`config.mk`:
```
export PLATFORM = sky130hd
export DESIGN_NAME = tdu_front
export DESIGN_NICKNAME = d
export VERILOG_FILES = /design/src/sv/tdu_pkg.sv /design/src/sv/tdu_front.sv
export SDC_FILE = /design/constraint.sdc
export NUM_CORES = 2
export LEC_CHECK = 0
export BUFFER_PORTS_ARGS = -buffer_cell sky130_fd_sc_hd__buf_4
export CAP_MARGIN = 20
export CORE_AREA = 2 2 421 464
export DETAILED_ROUTE_END_ITERATION = 8
export DIE_AREA = 0 0 423 466
export GPL_TIMING_DRIVEN = 0
export REMOVE_ABC_BUFFERS = 1
export SLEW_MARGIN = 20
export SYNTH_ARGS = -nofsm -noshare
export SYNTH_HDL_FRONTEND = slang
export SYNTH_SLANG_ARGS = --single-unit
```
`constraint.sdc`:
```
create_clock -name clk -period 10.2 [get_ports clk]
set_clock_uncertainty 0.1 [all_clocks]
set_input_delay 2.04 -clock clk [delete_from_list [all_inputs] [get_ports clk]]
set_output_delay 2.04 -clock clk [all_outputs]
set_load 0.02 [all_outputs]
```
`src/sv/tdu_pkg.sv`:
```
// ----------------------------------------------------------------------------
// tdu_pkg
// Widths, mode codes and the pipeline word type of the distance unit.
// ----------------------------------------------------------------------------
`default_nettype none

package tdu_pkg;

  localparam int FRAC_BITS  = 8;   // fraction bits of coordinates
  localparam int COORD_BITS = 31;  // significant coordinate bits
  localparam int FIELD_W    = 31;  // coordinate field width on the port
  localparam int FUNC_W     = 3;
  localparam int DIST_W     = 32;
  localparam int ATT_DIV    = 10;  // pseudo-Euclidean divisor

  localparam int DIFF_W  = COORD_BITS + 1;        // signed difference
  localparam int AX_W    = COORD_BITS;            // |difference|
  localparam int MSUM_W  = AX_W + 1;              // |dx| + |dy|
  localparam int SQ_W    = 2 * AX_W + 1;          // dx^2 + dy^2
  localparam int ROOT_W  = AX_W + 1;              // floor(sqrt(sq))
  localparam int PS_RAW  = (SQ_W - 2 * FRAC_BITS - 2) / 2;
  localparam int PS_W    = (PS_RAW > 0) ? PS_RAW : 1;  // pseudo root bits
  localparam int C10_W   = PS_W + 4;              // ATT_DIV * pseudo root
  localparam int TW      = SQ_W + 3;              // trial term width

  localparam int TDATA_W = ((4 * FIELD_W + 7) / 8) * 8;
  localparam int TUSER_W = FUNC_W;

  typedef enum logic [FUNC_W-1:0] {
    FN_ROUND     = 3'd0,
    FN_CEIL      = 3'd1,
    FN_PSEUDO    = 3'd2,
    FN_FIXED     = 3'd3,
    FN_MANHATTAN = 3'd4
  } func_t;

  // Word carried through the square-root stages.
  typedef struct packed {
    logic                valid;
    logic [FUNC_W-1:0]   func;
    logic [MSUM_W-1:0]   msum;   // Manhattan sum
    logic                nz;     // points differ
    logic [SQ_W-1:0]     rem;    // sq - q^2
    logic [ROOT_W-1:0]   q;      // root so far
    logic [SQ_W-1:0]     prem;   // sq - ATT_DIV * 2^(2F) * c^2
    logic [PS_W-1:0]     c;      // largest c with scaled c^2 below sq
    logic [C10_W-1:0]    c10;    // ATT_DIV * c
  } root_st_t;

endpackage

`default_nettype wire

```
`src/sv/tdu_front.sv`:
```
// ----------------------------------------------------------------------------
// tdu_front
// Four stages: coordinate differences, magnitudes, squares, squared sum.
// ----------------------------------------------------------------------------
`default_nettype none

module tdu_front
  import tdu_pkg::*;
(
  input  wire logic               clk,
  input  wire logic               rst,
  input  wire logic               adv,
  input  wire logic               in_valid,
  input  wire logic [FUNC_W-1:0]  func,
  input  wire logic [FIELD_W-1:0] first_x,
  input  wire logic [FIELD_W-1:0] first_y,
  input  wire logic [FIELD_W-1:0] second_x,
  input  wire logic [FIELD_W-1:0] second_y,
  output root_st_t                out
);

  // stage A
  logic                     va;
  logic [FUNC_W-1:0]        fa;
  logic signed [DIFF_W-1:0] dx, dy;
  // stage B
  logic                     vb;
  logic [FUNC_W-1:0]        fb;
  logic [AX_W-1:0]          ax, ay;
  // stage C
  logic                     vc;
  logic [FUNC_W-1:0]        fc;
  logic [2*AX_W-1:0]        sx, sy;
  logic [MSUM_W-1:0]        msum;
  logic                     nz;
  // stage D
  root_st_t                 sd;

  logic signed [DIFF_W-1:0] x1, y1, x2, y2;
  logic        [DIFF_W-1:0] dx_neg, dy_neg;

  assign x1 = DIFF_W'($signed(first_x[COORD_BITS-1:0]));
  assign y1 = DIFF_W'($signed(first_y[COORD_BITS-1:0]));
  assign x2 = DIFF_W'($signed(second_x[COORD_BITS-1:0]));
  assign y2 = DIFF_W'($signed(second_y[COORD_BITS-1:0]));

  assign dx_neg = DIFF_W'(0) - dx;
  assign dy_neg = DIFF_W'(0) - dy;

  always_ff @(posedge clk) begin
    if (adv) begin
      va <= in_valid;
      fa <= func;
      dx <= x1 - x2;
      dy <= y1 - y2;

      vb <= va;
      fb <= fa;
      ax <= dx[DIFF_W-1] ? dx_neg[AX_W-1:0] : dx[AX_W-1:0];
      ay <= dy[DIFF_W-1] ? dy_neg[AX_W-1:0] : dy[AX_W-1:0];

      vc   <= vb;
      fc   <= fb;
      sx   <= ax * ax;
      sy   <= ay * ay;
      msum <= MSUM_W'(ax) + MSUM_W'(ay);
      nz   <= (ax != '0) || (ay != '0);

      sd.valid <= vc;
      sd.func  <= fc;
      sd.msum  <= msum;
      sd.nz    <= nz;
      sd.rem   <= SQ_W'(sx) + SQ_W'(sy);
      sd.q     <= '0;
      sd.prem  <= SQ_W'(sx) + SQ_W'(sy);
      sd.c     <= '0;
      sd.c10   <= '0;
    end
    if (rst) begin
      va       <= 1'b0;
      vb       <= 1'b0;
      vc       <= 1'b0;
      sd.valid <= 1'b0;
    end
  end

  assign out = sd;

endmodule

`default_nettype wire

```
==> run metrics <==
Clk Latency, worst-skew pair=between 0.6 and 0.7 ns; CP most frequent cell=fa_1; TritonCTS clock tree=done; Mean Syn Cell Area=9.81 um^2; initial antenna violation count=3; Yosys top cell by area=fa_1; critical path class=flip-flop to flip-flop; reg-to-reg setup timing slack=0.48 ns; fin area=~0.084 mm^2; Clock Sinks=393; most common cell after layout, fill and taps aside=inv_1; num rows=roughly 170; Warnings, synthesis=0; fraction of layout cells with a size suffix above 1=under 10%; Hold Crit Endpoint=out[232]; Die Ht=about 470 um; Setup-failing EPs final=0; DR iter-0 viols=2718; CP required=10.50 ns; reg2reg start=ay[15]; IO buf count=approximately 290; critical path's slowest cell=a311oi_1; asr flop ratio synth=0%; R2R cell count=22; vias post-DR=52893; Hold Crit Depth=0; worst min-delay path category=flip-flop to flip-flop; nets=between 10000 and 15000; TNS Setup=0 ns; CP Cell Sequence=clkinv_1, nor2_1, fa_1, fa_1, inv_1, fa_1, fa_1, inv_1, fa_1, fa_1, fa_1, fa_1, ha_1, nand4_1, or2_2, a311oi_1, o21ai_0, o211ai_1, a31o_2, a31oi_1, o2111a_1, or3_1; Reg2Reg Capture Point=sy[58]; dominant synthesized flop cell=edfxtp_1; Core Area=0.192 mm^2; grt total ovfl=0; #FFs+latches synth=393; Die Wd=between 400 and 500 um; relative max-transition margin=20.9%; Global Route Usage Sum=around a fifth; largest net degree at the start of global routing=98; # DRC=0; Global Route met3 Usage=approximately 2.7%; Post-Syn Instances=7808; final wirelength=198 mm; clock buffer count from CTS=48; GR peak layer=met2; post-cts gate resize count=0; register area share after synthesis=15.4%; run status=complete, no violations; First-pass DRT Iterations=5; # hold bufs at CTS=0; vias in the first global route=57632; Final Cycle Share=between 90% and 100%; Layout Area Growth over Synthesis=10.3%; Cell Area, Synth=roughly 0.077 mm^2; Final ANT Viol Nets=0; placed cell areas=0.0828 mm^2; min-delay src=msum[25]; post-DP HPWL=171 mm; met2 Resource Use GR=36.6%; Final min period=9.72 ns; Post-CTS Setup Inserts=0; Crit Path Max Fanout=9; total of max-cap violations=0; Initial Util=39.8%; CTS Root Cell=clkbuf_16; top cells by area, synth=fa_1 39%, edfxtp_1 15%, ha_1 11%, inv_1 9.5%, nand2_1 3.4%; Max stage delay on crit path=0.74 ns; number of flops mapped to enable cells by yosys=389; Vias per Instance=5.00; distinct cell type count after synthesis=84; I/O pins=374; RSZ-0062 raised after global routing=no; Max Transition Viols Final=0; die area=0.197 mm^2; worst path arrival time=10.03 ns; Max Root-Sink Buffers=3; Core Util, Final=43.9%; fmax=between 100 and 150 MHz; post-synth top area share=39.2%; crit start category=flip-flop; first-pass GRT wire length=318 mm; Slew @ Worst Pin=1.17 ns; met1 Use GR=between 20% and 30%; htree depth=2; commonest cells after routing, fill and taps aside=1945 x inv_1, 1500 x fa_1, 696 x ha_1; Worst Setup End Kind=flip-flop; WL per Instance=18.7 um; Placer Congestion=0.902; worst setup margin=0.476 ns; Worst-path clk slew=approximately 0.06 ns; final hold viol count=0; dpl ws=0.558 ns
worst max-delay path, delay by kind of cell, from the launching register on:
kind	cells	cell delay, ns
flops	1	0.58
compound gates	6	2.10
simple gates	4	1.48
fa+ha+maj	9	4.43
buf+inv	3	0.71
cell usage after synthesis (all sizes together) (11+ instances only):
| cell type | number |
|---|---|
| inv | 1945 |
| fa | 1500 |
| ha | 696 |
| nand2 | 688 |
| and2 | 392 |
| edfxtp | 389 |
| a21oi | 273 |
| clkbuf | 236 |
| xnor2 | 228 |
| nor2 | 224 |
| o21ai | 166 |
| buf | 154 |
| a21o | 150 |
| xor2 | 119 |
| nand3 | 65 |
| nand4 | 49 |
| nor3 | 44 |
| o21bai | 43 |
| nor2b | 41 |
| a211oi | 33 |
| a31oi | 31 |
| o31ai | 28 |
| nand2b | 27 |
| o21a | 27 |
| nor4 | 23 |
| and3 | 22 |
| or3 | 21 |
| or2 | 19 |
| a31o | 16 |
| o41ai | 16 |
| a21boi | 12 |
| o211ai | 11 |
| or4 | 11 |
metal layers:
layer	wire length, um	share of wire [%]
met2	100000	51
met1	76600	39
met5	44	0.022
met3	9710	4.9
met4	11200	5.6
cell type report:
| cell class | instances | area [um^2] |
|---|---|---|
| multi-input combinational | 5162 | 55800 |
| inverter | 1946 | 7300 |
| antenna | 2 | 5.00 |
| tap | 2565 | 3210 |
| timing repair buffer | 431 | 4670 |
| clock buffer | 51 | 1210 |
| sequential | 393 | 11800 |
| clock inverter | 39 | 463 |
| fill | 18450 | 108000 |
through the flow:
step / hold WS (ns) / std cells
after floorplan: 0.300 / 7501
after global placement: 0.301 / 10359
after detailed placement: 0.305 / 10497
after CTS: 0.318 / 10587
after global routing: 0.321 / 10587
final: 0.317 / 10589
worst max path at each step:
| stage | startpoint | end | slack (ns) | cells after the start |
|---|---|---|---|---|
| after global placement | ay[15] | sy[58] | -0.75 | 22 |
| after floorplan | ay[18] | sy[58] | 2.40 | 23 |
| after detailed placement | ay[15] | sy[58] | 0.56 | 22 |
| after global routing | ay[15] | sy[58] | 0.14 | 22 |
| after CTS | ay[15] | sy[58] | 0.50 | 22 |
| final | ay[15] | sy[58] | 0.48 | 22 |
registers in the layout (all words and copies together), names as in the netlist, 31 cells and up:
| signal | count |
|---|---|
| sx | 61 |
| dx | 32 |
| msum | 32 |
| sy | 61 |
| out | 100 |
| dy | 32 |
| ax | 31 |
| ay | 31 |
cells by family (layout without fill, tap and decap cells):
kind of cell | after synthesis | after routing | share of synthesized area, %
simple gates | 1644 | 1644 | 10.3
mux | 13 | 13 | 0.175
other cells | 1 | 86 | 0.00490
flops | 393 | 393 | 15.4
compound gates | 878 | 878 | 7.43
xor+xnor | 347 | 347 | 3.97
fa+ha+maj | 2196 | 2196 | 50.6
buf+inv | 2336 | 2467 | 12.2
Power is left out: the tool's default activity adds up to more than one toggle a clock period on the data nets, which glitch-free logic cannot reach.
