File: config.mk
export PLATFORM = sky130hd
export DESIGN_NAME = tdu_select
export DESIGN_NICKNAME = d
export VERILOG_FILES = /design/src/sv/tdu_pkg.sv /design/src/sv/tdu_select.sv
export SDC_FILE = /design/constraint.sdc
export NUM_CORES = 1
export LEC_CHECK = 0
export BUFFER_PORTS_ARGS = -buffer_cell sky130_fd_sc_hd__clkbuf_2
export CORE_AREA = 10 10 99 101
export CTS_CLUSTER_SIZE = 30
export DETAILED_ROUTE_END_ITERATION = 12
export DIE_AREA = 0 0 109 111
export PLACE_DENSITY = 0.78
export RECOVER_POWER = 50
export SETUP_SLACK_MARGIN = 0.15
export SLEW_MARGIN = 0
export SYNTH_ARGS = -nofsm -noshare
export SYNTH_HDL_FRONTEND = slang
export SYNTH_SLANG_ARGS = --single-unit
export TNS_END_PERCENT = 10
File: constraint.sdc
create_clock -name clk -period 7.1 [get_ports clk]
set_input_delay 1.065 -clock clk [delete_from_list [all_inputs] [get_ports clk]]
set_output_delay 1.065 -clock clk [all_outputs]
set_load 0.05 [all_outputs]
File: src/sv/tdu_pkg.sv
// ----------------------------------------------------------------------------
// tdu_pkg
// Widths, mode codes and the pipeline word type of the distance unit.
// ----------------------------------------------------------------------------
`default_nettype none

package tdu_pkg;

  localparam int FRAC_BITS  = 8;   // fraction bits of coordinates
  localparam int COORD_BITS = 31;  // significant coordinate bits
  localparam int FIELD_W    = 31;  // coordinate field width on the port
  localparam int FUNC_W     = 3;
  localparam int DIST_W     = 32;
  localparam int ATT_DIV    = 10;  // pseudo-Euclidean divisor

  localparam int DIFF_W  = COORD_BITS + 1;        // signed difference
  localparam int AX_W    = COORD_BITS;            // |difference|
  localparam int MSUM_W  = AX_W + 1;              // |dx| + |dy|
  localparam int SQ_W    = 2 * AX_W + 1;          // dx^2 + dy^2
  localparam int ROOT_W  = AX_W + 1;              // floor(sqrt(sq))
  localparam int PS_RAW  = (SQ_W - 2 * FRAC_BITS - 2) / 2;
  localparam int PS_W    = (PS_RAW > 0) ? PS_RAW : 1;  // pseudo root bits
  localparam int C10_W   = PS_W + 4;              // ATT_DIV * pseudo root
  localparam int TW      = SQ_W + 3;              // trial term width

  localparam int TDATA_W = ((4 * FIELD_W + 7) / 8) * 8;
  localparam int TUSER_W = FUNC_W;

  typedef enum logic [FUNC_W-1:0] {
    FN_ROUND     = 3'd0,
    FN_CEIL      = 3'd1,
    FN_PSEUDO    = 3'd2,
    FN_FIXED     = 3'd3,
    FN_MANHATTAN = 3'd4
  } func_t;

  // Word carried through the square-root stages.
  typedef struct packed {
    logic                valid;
    logic [FUNC_W-1:0]   func;
    logic [MSUM_W-1:0]   msum;   // Manhattan sum
    logic                nz;     // points differ
    logic [SQ_W-1:0]     rem;    // sq - q^2
    logic [ROOT_W-1:0]   q;      // root so far
    logic [SQ_W-1:0]     prem;   // sq - ATT_DIV * 2^(2F) * c^2
    logic [PS_W-1:0]     c;      // largest c with scaled c^2 below sq
    logic [C10_W-1:0]    c10;    // ATT_DIV * c
  } root_st_t;

endpackage

`default_nettype wire

File: src/sv/tdu_select.sv
// ----------------------------------------------------------------------------
// tdu_select
// Mode selection and rounding from root and remainder; output register.
// ----------------------------------------------------------------------------
`default_nettype none

module tdu_select
  import tdu_pkg::*;
(
  input  wire logic              clk,
  input  wire logic              rst,
  input  wire logic              adv,
  input  root_st_t               in,
  output logic                   valid,
  output logic [DIST_W-1:0]      distance
);

  localparam int              HALF_IDX = (FRAC_BITS > 0) ? FRAC_BITS - 1 : 0;
  localparam logic [ROOT_W-1:0] LOW_MASK = ROOT_W'((64'(1) << FRAC_BITS) - 64'(1));

  logic [ROOT_W-1:0] r;
  logic              half;
  logic              exact;
  logic [DIST_W-1:0] distance_next;

  assign r = in.q >> FRAC_BITS;
  // round up when the fraction reaches one half; with no fraction bits,
  // when sq exceeds r^2 + r
  assign half  = (FRAC_BITS > 0) ? in.q[HALF_IDX] : (in.rem > SQ_W'(in.q));
  assign exact = ((in.q & LOW_MASK) == '0) && (in.rem == '0);

  always_comb begin
    unique case (in.func)
      FN_ROUND:     distance_next = DIST_W'(r) + DIST_W'(half);
      FN_CEIL:      distance_next = DIST_W'(r) + DIST_W'(!exact);
      FN_PSEUDO:    distance_next = in.nz ? DIST_W'(in.c) + DIST_W'(1) : '0;
      FN_FIXED:     distance_next = DIST_W'(in.q);
      FN_MANHATTAN: distance_next = DIST_W'(in.msum);
      default:      distance_next = '0;
    endcase
  end

  always_ff @(posedge clk) begin
    if (adv) begin
      valid    <= in.valid;
      distance <= distance_next;
    end
    if (rst) begin
      valid <= 1'b0;
    end
  end

endmodule

`default_nettype wire

==> run_results.csv <==
group,metric,value,unit
synth,ys_ff_latch,33,
detailed_routing,topRoutingLayerUsed,"met4",
synth,synth-seq-area-share,0.3755,
synth,synth-edff-count,32,
place,place_hpwl,9825,um
detailed_routing,detail_route.wl_per_cell,20.44,um
synth,yosysUniqueCellTypes,39,
timing,max_clock_freq,253.1,MHz
synth,syn_nets,532,
power,p_leak,0.001525,uW
floorplan,fp-row-count,33,
detailed_routing,firstDrtPassIters,5,
cts,cts-root-buf,"clkbuf_8",
min_path,hold_class,"flop to flop",
cells_and_area,regArea,980.9,um2
timing,clock_skew,0,ns
power,seq_power_share,0.390,
cts,clock-sinks,33,
power,switchingPower,209.8,uW
timing,setup_violations,0,
timing,whs,0.5335,ns
worst_setup_path,rr_startpoint,"valid$_SDFFE_PP0P_",
power,ir_drop,0.07893,mV
cts,cts_resized,0,
status,failed_checks,"capacitance limit, slew limit",
timing,slew_viol_final,34,
timing,setup_tns,0,ns
detailed_routing,met1Wirelength,4829,um
synth,synth_top_area_share,0.3678,
worst_setup_path,slowest_delay,0.73,ns
floorplan,fp.dieW,109,um
detailed_routing,viasPerCell,5.567,
cells_and_area,multi_input_area,1556,um2
worst_setup_path,cp_data_required_time,7.12,ns
timing,rsz0062_at_grt,"false",
min_path,whs_path_depth,2,
min_path,hold_path_end,"valid$_SDFFE_PP0P_",
timing,post-route-min-period,3.952,ns
cts,postCtsSetupBuffers,0,
global_routing,grt_max_degree,34,
cts,clockBufferDepth,2,
synth,synth_cells,283,
cells_and_area,antenna_cells,0,
cts,htreeDepth,2,
detailed_routing,drc,0,
power,clkPwrFrac,0.286,
cts,clk_pin_slew,0.07,ns
worst_setup_path,worstSetupStartpointType,"primary input",
floorplan,start_util,0.3278,
detailed_routing,ant_nets,0,
synth,synthesis.area,2613,um2
synth,synthTopCellsByArea,"edfxtp_1 (37%), xnor2_1 (9.1%), nor4_1 (5.0%), a22oi_1 (4.3%), nand4_1 (4.3%)",
global_routing,grt_pass1_vias,3350,
cts,clock_latency,0.29,ns
global_routing,grt-ovfl-total,0,
synth,yosysTopAreaCell,"edfxtp_1",
floorplan,core,7969,um2
cells_and_area,n_fill_cell,797,
floorplan,ios,279,
global_routing,antenna_found_initial,0,
worst_setup_path,crit_slowest_cell,"nor2_1",
synth,yosysMostFrequentCell,"edfxtp_1",
synth,ys_async_sr_fraction,0,
detailed_routing,vias,3179,
floorplan,die_area,12100,um2
timing,hold_violations,0,
timing,relSlewSlack,-0.2499,
worst_setup_path,r2r_slack,6.48,ns
place,port_buffers,189,
timing,tightest_slew,1.875,ns
worst_setup_path,rr_endpoint,"valid$_SDFFE_PP0P_",
detailed_routing,met2_length,5643,um
power,pwr-share-comb,0.324,
cells_and_area,drive_above_1_share,0.3991,
worst_setup_path,cp_top_family,"simple AND/OR/NAND/NOR gates",
place,gp_congestion,0.8627,
cts,postCtsHoldBufs,0,
status,status,"finished, violations left",
power,p_per_area,164.3,nW/um2
worst_setup_path,path_class,"primary input to flop",
power,switching_share,0.3423,
global_routing,grtUsageTotal,0.1842,
worst_setup_path,cp_cell_sequence,"clkbuf_2 > nor2_1 > a21oi_1 > a21oi_1 > ha_1 > ha_1 > and2_1 > nand4_1 > xnor2_1 > a222oi_1 > o21ai_0",
cells_and_area,area_growth,42.77,%
global_routing,grt_pass1_wl,17680,um
synth,yosys_warnings,0,
power,power.internal,403.1,uW
worst_setup_path,worst_setup_path_end_kind,"flop",
worst_setup_path,path_buf_inv,1,
detailed_routing,drt-total-wl,11670,um
min_path,min_from,"valid$_SDFFE_PP0P_",
cts,cts_tree,"yes",
worst_setup_path,critPathMaxFanout,12,
synth,synth.avg_cell_area,9.231,um2
cts,cts_buffers,5,
cells_and_area,nets,714,
worst_setup_path,cp.arrival,3.97,ns
floorplan,die_y,111,um
job,maxCapViolations,1,
detailed_routing,wl_met3,1037,um
worst_setup_path,r2r_cells,2,
synth,synth_top_cells_by_count,"edfxtp_1 (32), xnor2_1 (27), nor4_1 (21)",
detailed_routing,drtIter0Drc,257,
synth,ys.flop_type,"edfxtp_1",
timing,timing.final.crit_share,0.5566,
==> cell usage in the layout, fill, tap and decap left out, types with 2 or more instances in the layout <==
master / count
o221ai_1: 6
nor2_1: 17
nor3_1: 9
o21a_1: 3
edfxtp_1: 32
and3_1: 6
nand2_1: 19
xnor2_1: 27
a22o_1: 7
nand4_1: 18
clkbuf_1: 18
buf_4: 2
o21ai_0: 14
mux2i_1: 2
and4_1: 4
a31oi_1: 2
and2_1: 2
a221o_1: 2
o211ai_1: 4
clkbuf_8: 5
a22oi_1: 15
a222oi_1: 8
clkbuf_2: 172
a21oi_1: 3
inv_1: 4
nand3_1: 14
xor2_1: 11
ha_1: 3
nor4_1: 21
==> tightest hold or removal path: cells and delay by family, from the launching register on <==
family	cells	cell delay, ns
DFF	1	0.35
and+or+nand+nor	1	0.07
muxes	1	0.08
==> power groups by stage <==
stage / clock network [uW] / registers (uW) / logic (uW)
global route: 184 / 241 / 212
global placement: 0 / 243 / 196
detailed placement: 0 / 243 / 200
finish: 175 / 239 / 199
floorplan: 0 / 306 / 44.8
CTS: 177 / 239 / 201
==> per-stage QoR <==
step / util / instances / power (uW) / setup WS, ns / area [um2]
2_1_floorplan: - / 283 / 351.0 / 3.696 / 2613
3_3_place_gp: 0.4574 / 563 / 438.7 / 2.888 / 3645
3_5_place_dp: 0.4574 / 563 / 443.2 / 2.843 / 3645
4_1_cts: 0.4707 / 571 / 616.7 / 3.135 / 3751
5_1_grt: 0.4680 / 571 / 637.4 / 2.942 / 3730
6_report: 0.4680 / 571 / 613.0 / 3.148 / 3730
==> cell type report <==
type	count	area share
Multi-Input combinational cell	230	0.4173
Sequential cell	33	0.2630
Timing Repair Buffer	191	0.2519
Tap cell	105	0.03522
Clock buffer	6	0.01946
Clock inverter	2	0.009057
Inverter	4	0.004025
==> layer usage <==
layer  vias up  track usage
met1      1461       0.2299
met2       195       0.3093
met4         0      0.03958
li1       1506            -
met3        17      0.04477
met5         -            0
==> flip-flops by register name (all words and copies together) (netlist names) <==
name,count
valid,1
distance,32
==> cells by family after synthesis <==
group / count (synthesis) / synth area share
DFF: 33 / 0.3755
AOI/OAI and AO/OA: 68 / 0.1935
and+or+nand+nor: 119 / 0.2500
xor gates and xnor gates: 38 / 0.1274
muxes: 2 / 0.007663
adders and majority gates: 3 / 0.01437
buffers and inverters: 20 / 0.03161
==> worst max-delay path by stage <==
stage,to,cells past startpoint,start,slack [ns]
final,distance[12]$_DFFE_PP_,11,in[240],3.15
after global routing,distance[12]$_DFFE_PP_,11,in[240],2.94
after CTS,distance[12]$_DFFE_PP_,11,in[240],3.14
after detailed placement,distance[12]$_DFFE_PP_,11,in[240],2.84
after global placement,distance[12]$_DFFE_PP_,11,in[240],2.89
after floorplan,distance[12]$_DFFE_PP_,12,in[240],3.70
No activity file was read; power rests on OpenSTA's default activity.
